==> src/rtl/point_plane_projection_core_macros.svh <==
// Assertion helpers for the plane projection core.
`ifndef POINT_PLANE_PROJECTION_CORE_MACROS_SVH
`define POINT_PLANE_PROJECTION_CORE_MACROS_SVH

`ifndef SYNTHESIS
// Same-cycle implication, disabled while reset is asserted.
`define PPP_ASSERT_IMP(lbl, clk, rst_n, ante, cons) \
  lbl: assert property (@(posedge clk) disable iff (!rst_n) (ante) |-> (cons)) \
    else $error("%m: assertion failed");
// Next-cycle implication, disabled while reset is asserted.
`define PPP_ASSERT_NXT(lbl, clk, rst_n, ante, cons) \
  lbl: assert property (@(posedge clk) disable iff (!rst_n) (ante) |=> (cons)) \
    else $error("%m: assertion failed");
`else
`define PPP_ASSERT_IMP(lbl, clk, rst_n, ante, cons)
`define PPP_ASSERT_NXT(lbl, clk, rst_n, ante, cons)
`endif

`endif

==> src/rtl/ppp_pkg.sv <==
`timescale 1ns / 1ps
package ppp_pkg;

  localparam int unsigned COORD_W   = 32;
  localparam int unsigned DIFF_W    = COORD_W + 1;
  localparam int unsigned PROD_W    = 2 * DIFF_W;
  localparam int unsigned CROSS_W   = PROD_W + 1;
  localparam int unsigned MAG_W     = PROD_W;
  localparam int unsigned SHAMT_W   = 7;
  localparam int unsigned NORM_BITS = 30;
  localparam int unsigned NN_W      = NORM_BITS + 2;
  localparam int unsigned NMAG_W    = NORM_BITS + 1;
  localparam int unsigned RAD_W     = 2 * NMAG_W;
  localparam int unsigned ROOT_W    = NMAG_W;
  localparam int unsigned QUO_W     = ROOT_W;
  localparam int unsigned NUM_W     = ROOT_W + NORM_BITS;
  localparam int unsigned TOL_W     = 31;

  typedef logic signed [COORD_W-1:0] coord_t;
  typedef logic signed [DIFF_W-1:0]  diff_t;
  typedef logic signed [NN_W-1:0]    nn_t;

  // Data that rides along the pipeline next to the arithmetic.
  typedef struct packed {
    coord_t [2:0] test;
    diff_t  [2:0] v;
    nn_t    [2:0] nn;
    logic         degen;
  } side_t;

endpackage

==> src/rtl/ppp_isqrt.sv <==
`timescale 1ns / 1ps
// Pipelined integer square root, one result bit per stage.
module ppp_isqrt (
  input  logic                        clk_i,
  input  logic                        en_i,
  input  logic [ppp_pkg::RAD_W-1:0]   rad_i,
  output logic [ppp_pkg::ROOT_W-1:0]  root_o
);
  import ppp_pkg::*;

  localparam int unsigned ACC_W = RAD_W + 1;

  logic [ACC_W-1:0] x_q [ROOT_W];
  logic [ACC_W-1:0] r_q [ROOT_W];

  for (genvar s = 0; s < ROOT_W; s++) begin : g_step
    logic [ACC_W-1:0] x_in;
    logic [ACC_W-1:0] r_in;
    logic [ACC_W-1:0] bit_c;
    logic [ACC_W-1:0] trial;

    if (s == 0) begin : g_first
      assign x_in = ACC_W'(rad_i);
      assign r_in = '0;
    end else begin : g_next
      assign x_in = x_q[s-1];
      assign r_in = r_q[s-1];
    end

    assign bit_c = ACC_W'(1) << (2 * (ROOT_W - 1 - s));
    assign trial = r_in + bit_c;

    always_ff @(posedge clk_i) begin
      if (en_i) begin
        if (x_in >= trial) begin
          x_q[s] <= x_in - trial;
          r_q[s] <= (r_in >> 1) + bit_c;
        end else begin
          x_q[s] <= x_in;
          r_q[s] <= r_in >> 1;
        end
      end
    end
  end

  assign root_o = r_q[ROOT_W-1][ROOT_W-1:0];

endmodule

==> config.mk <==
export PLATFORM = sky130hd
export DESIGN_NAME = ppp_isqrt
export DESIGN_NICKNAME = d
export VERILOG_FILES = /design/src/rtl/point_plane_projection_core_macros.svh /design/src/rtl/ppp_pkg.sv /design/src/rtl/ppp_isqrt.sv
export SDC_FILE = /design/constraint.sdc
export NUM_CORES = 2
export LEC_CHECK = 0
export BUFFER_PORTS_ARGS = -buffer_cell sky130_fd_sc_hd__buf_2
export CAP_MARGIN = 20
export CORE_ASPECT_RATIO = 1.4
export CORE_UTILIZATION = 43
export DETAILED_ROUTE_END_ITERATION = 16
export GPL_TIMING_DRIVEN = 0
export HOLD_SLACK_MARGIN = 0.1
export PLACE_DENSITY = 0.56
export SLEW_MARGIN = 15
export SYNTH_ARGS = -nofsm -noshare
export SYNTH_HDL_FRONTEND = slang
export SYNTH_SLANG_ARGS = --single-unit
==> constraint.sdc <==
create_clock -name clk_i -period 5.48 [get_ports clk_i]
set_input_delay 0.274 -clock clk_i [delete_from_list [all_inputs] [get_ports clk_i]]
set_output_delay 0.274 -clock clk_i [all_outputs]
set_load 0.03 [all_outputs]
==> results.py <==
metrics = {
    "detailed_routing": {
        "drt_wl_total_mm": 321,
        "routedWlPerCell_microns": 24.0,
        "drt-initial-drc-count": 4755,
        "drc_errors": 0,
        "viasPerCell": 5.55,
        "antenna_left": 0,
        "vias": 74300,
        "first_pass_iters": 7,
    },
    "pwr": {
        "powerDensity_nw_per_um2": 406,
        "irDropWorstVdd_v": 0.000274,
        "leakage_nw": 48.3,
    },
    "worst_setup_path": {
        "cp.arrival_ns": 6.00,
        "path_class": "flop to flop",
        "crit_top_cell": "clkbuf_1",
        "path_max_fanout": 10,
        "cpPeakStageDelay_ns": 1.05,
        "startpoint_type": "flop",
        "endpoint_kind": "flop",
        "worst_ep_required_time_ns": 6.05,
        "cp_slowest_cell": "nor4_1",
        "crit_chain": "ha_1, clkbuf_1, and4_1, nand2_1, nor4_1, nand4_1, o211a_1, nand3_1, clkbuf_1, buf_1, a21oi_1",
    },
    "clocking": {
        "cts.clk_slew.worst_paths_ns": 0.06,
        "clockBufferDepth": 4,
        "cts_root_buf": "clkbuf_16",
        "insertion_delay_ns": 0.90,
        "cts.sinks": 2386,
        "cts_inserted_buffers": 234,
        "cts_tree": "yes",
        "post_cts_buffers": 0,
        "htreeDepth": 4,
    },
    "grt": {
        "grt_pass1_vias": 76700,
        "met2_usage_pct": 47.7,
        "overflow": 0,
        "grtUsageTotal_pct": 23.7,
        "grt_pass1_wl_mm": 476,
        "antenna_found_initial": 4,
        "use_met3_pct": 2.69,
        "use_met1_pct": 22.7,
        "grt_max_degree": 65,
        "grt.busiest_layer": "met2",
    },
    "logic_synthesis": {
        "synth.distinct_cells": 90,
        "synth_simple_gate_area_share_pct": 12.8,
        "syn_avg_cell_area_sq_um": 12.5,
        "yosys-top-cells-area": "edfxtp_1 (62%), ha_1 (5.7%), xnor2_1 (3.4%)",
        "synthMuxAreaShare_pct": 0.677,
        "ys_async_sr_fraction_pct": 0,
        "synth.top_cell.area_share_pct": 62.4,
        "synth_edf_count": 2386,
        "synth_top_family_by_area": "simple AND/OR/NAND/NOR gates",
        "ys_warn_count": 0,
        "synth_nets": 9779,
        "synth_compound_area_share_pct": 9.12,
        "synthAdderAreaFrac_pct": 5.72,
        "synthCells": 9190,
        "synth_flop_cell": "edfxtp_1",
        "ys_seq_area_share_pct": 62.4,
        "ys_ff_latch": 2386,
        "synthXorXnorAreaFrac_pct": 6.52,
        "synth_area_sq_um": 115000,
        "yosys.area.top_type": "edfxtp_1",
    },
    "floorplanning": {
        "coreArea_sq_um": 266000,
        "die_y_microns": 613,
        "die_area_sq_um": 269000,
        "num_io_pins": 95,
        "fp.dieW_microns": 439,
        "initial_core_util_pct": 43.2,
        "fp-row-count": 224,
    },
    "job": {
        "maxCapViolCount": 0,
    },
    "sta": {
        "max_freq_ghz": 0.184,
        "period_share_pct": 99.1,
        "rsz0062_at_grt": "no",
        "finalClockSkew_ns": 0.0775,
        "worst_pin_slew_ns": 1.25,
        "slew_headroom_pct": 15.6,
        "finalCriticalPeriod_ns": 5.43,
        "finalSetupViolations": 0,
        "drv_slew": 0,
        "hold_viol": 0,
        "timing.hold.ws_ns": 0.249,
    },
    "layout": {
        "multiInputGateArea_sq_um": 40000,
        "final_core_util_pct": 48.9,
        "layout_commonest_cell": "edfxtp_1",
        "seqCellArea_sq_um": 71600,
        "nFillCells": 23300,
        "drive_above_1_share_pct": 7.03,
        "final_cell_mix": "edfxtp_1 (2386), nand2_1 (641), inv_1 (630)",
        "syn2layout_area_growth_pct": 13.3,
        "final_nets": 10300,
    },
    "placement": {
        "gp_congestion": 0.954,
        "dp_hpwl_mm": 254,
        "portBuffers": 93,
    },
    "min_path": {
        "worstHoldPathType": "input port to flop",
    },
    "outcome": {
        "outcome": "finished clean",
    },
}
routing by layer:
metal | up-vias | wire, microns | part of all wire, %
li1 | 35400 | - | -
met1 | 36500 | 109000 | 34
met2 | 1635 | 182000 | 57
met3 | 750 | 10400 | 3.2
met4 | 0 | 20600 | 6.4
met5 | - | 0 | 0
layout make-up:
| type | count | share of cell area, % |
|---|---|---|
| sequential | 2386 | 55.1 |
| multi-input combinational | 5964 | 30.8 |
| clock buffer | 257 | 4.62 |
| tap | 3503 | 3.37 |
| timing repair buffer | 264 | 2.06 |
| inverter | 634 | 1.83 |
| clock inverter | 173 | 1.51 |
| buffer | 206 | 0.702 |
| antenna | 3 | 0.00577 |
cell families (layout without fill, tap and decap cells):
family | Yosys count | count (layout)
other cells | 0 | 3
simple gates | 2841 | 2841
fa+ha+maj | 525 | 525
buf+inv | 840 | 1534
mux | 70 | 70
flops | 2386 | 2386
xor+xnor | 854 | 854
compound gates | 1674 | 1674
final timing paths:
kind / to / cells past startpoint / start / slack (ns)
worst min register to register: x_q[1][11] / 0 / x_q[0][956] / 0.43
worst max-delay path: x_q[1][603] / 11 / x_q[1][530] / 0.05
worst min-delay path: x_q[0][61] / 4 / rad_i[61] / 0.25
worst max register to register: x_q[1][603] / 11 / x_q[1][530] / 0.05
critical path: cells and delay by family (launching register included):
| family | cells | cell delay [ns] |
|---|---|---|
| adders and majority gates | 1 | 0.30 |
| and+or+nand+nor | 5 | 2.38 |
| AOI/OAI and AO/OA | 2 | 0.54 |
| buffers and inverters | 3 | 1.46 |
| DFF | 1 | 0.43 |
stage by stage:
step	instance area (sq um)	total power (W)	TNS, ns	setup WS, ns	instances
after floorplan	115000	0.0322	0	1.38	9190
after global placement	120000	0.0360	-6071.37	-2.90	12800
after detailed placement	121000	0.0361	-0.473	-0.104	12800
after CTS	130000	0.0532	0	0.142	13400
after global routing	130000	0.0551	0	0.00377	13400
final	130000	0.0528	0	0.0466	13400
state kept, by name (all words and copies together) (netlist names):
name / flops
r_q: 496
x_q: 1890
Yosys cell counts, types with 87 or more instances:
master,instances
nand2_1,641
nand2b_1,133
a21o_1,239
nor4_1,352
nand3_1,142
or3_1,87
clkbuf_1,185
edfxtp_1,2386
a21oi_1,506
nor2_1,627
o21ai_0,422
xor2_1,409
ha_1,525
nor3_1,257
nand4_1,166
xnor2_1,445
inv_1,630
repair_timing:
action,CTS,global route
endpoints found under the setup margin,11,1
gates resized for setup,2,3
cloned,0,0
pin swaps,0,0
hold buffers,123,0
hold endpoints to repair,64,0
power breakdown:
part	switching (W)	internal, W	total [W]
sequential	0.00201	0.0230	0.0250
combinational	0.00657	0.00430	0.0109
clock	0.00712	0.00975	0.0169
total	0.0157	0.0371	0.0528
(Power assumes the default switching activity.)
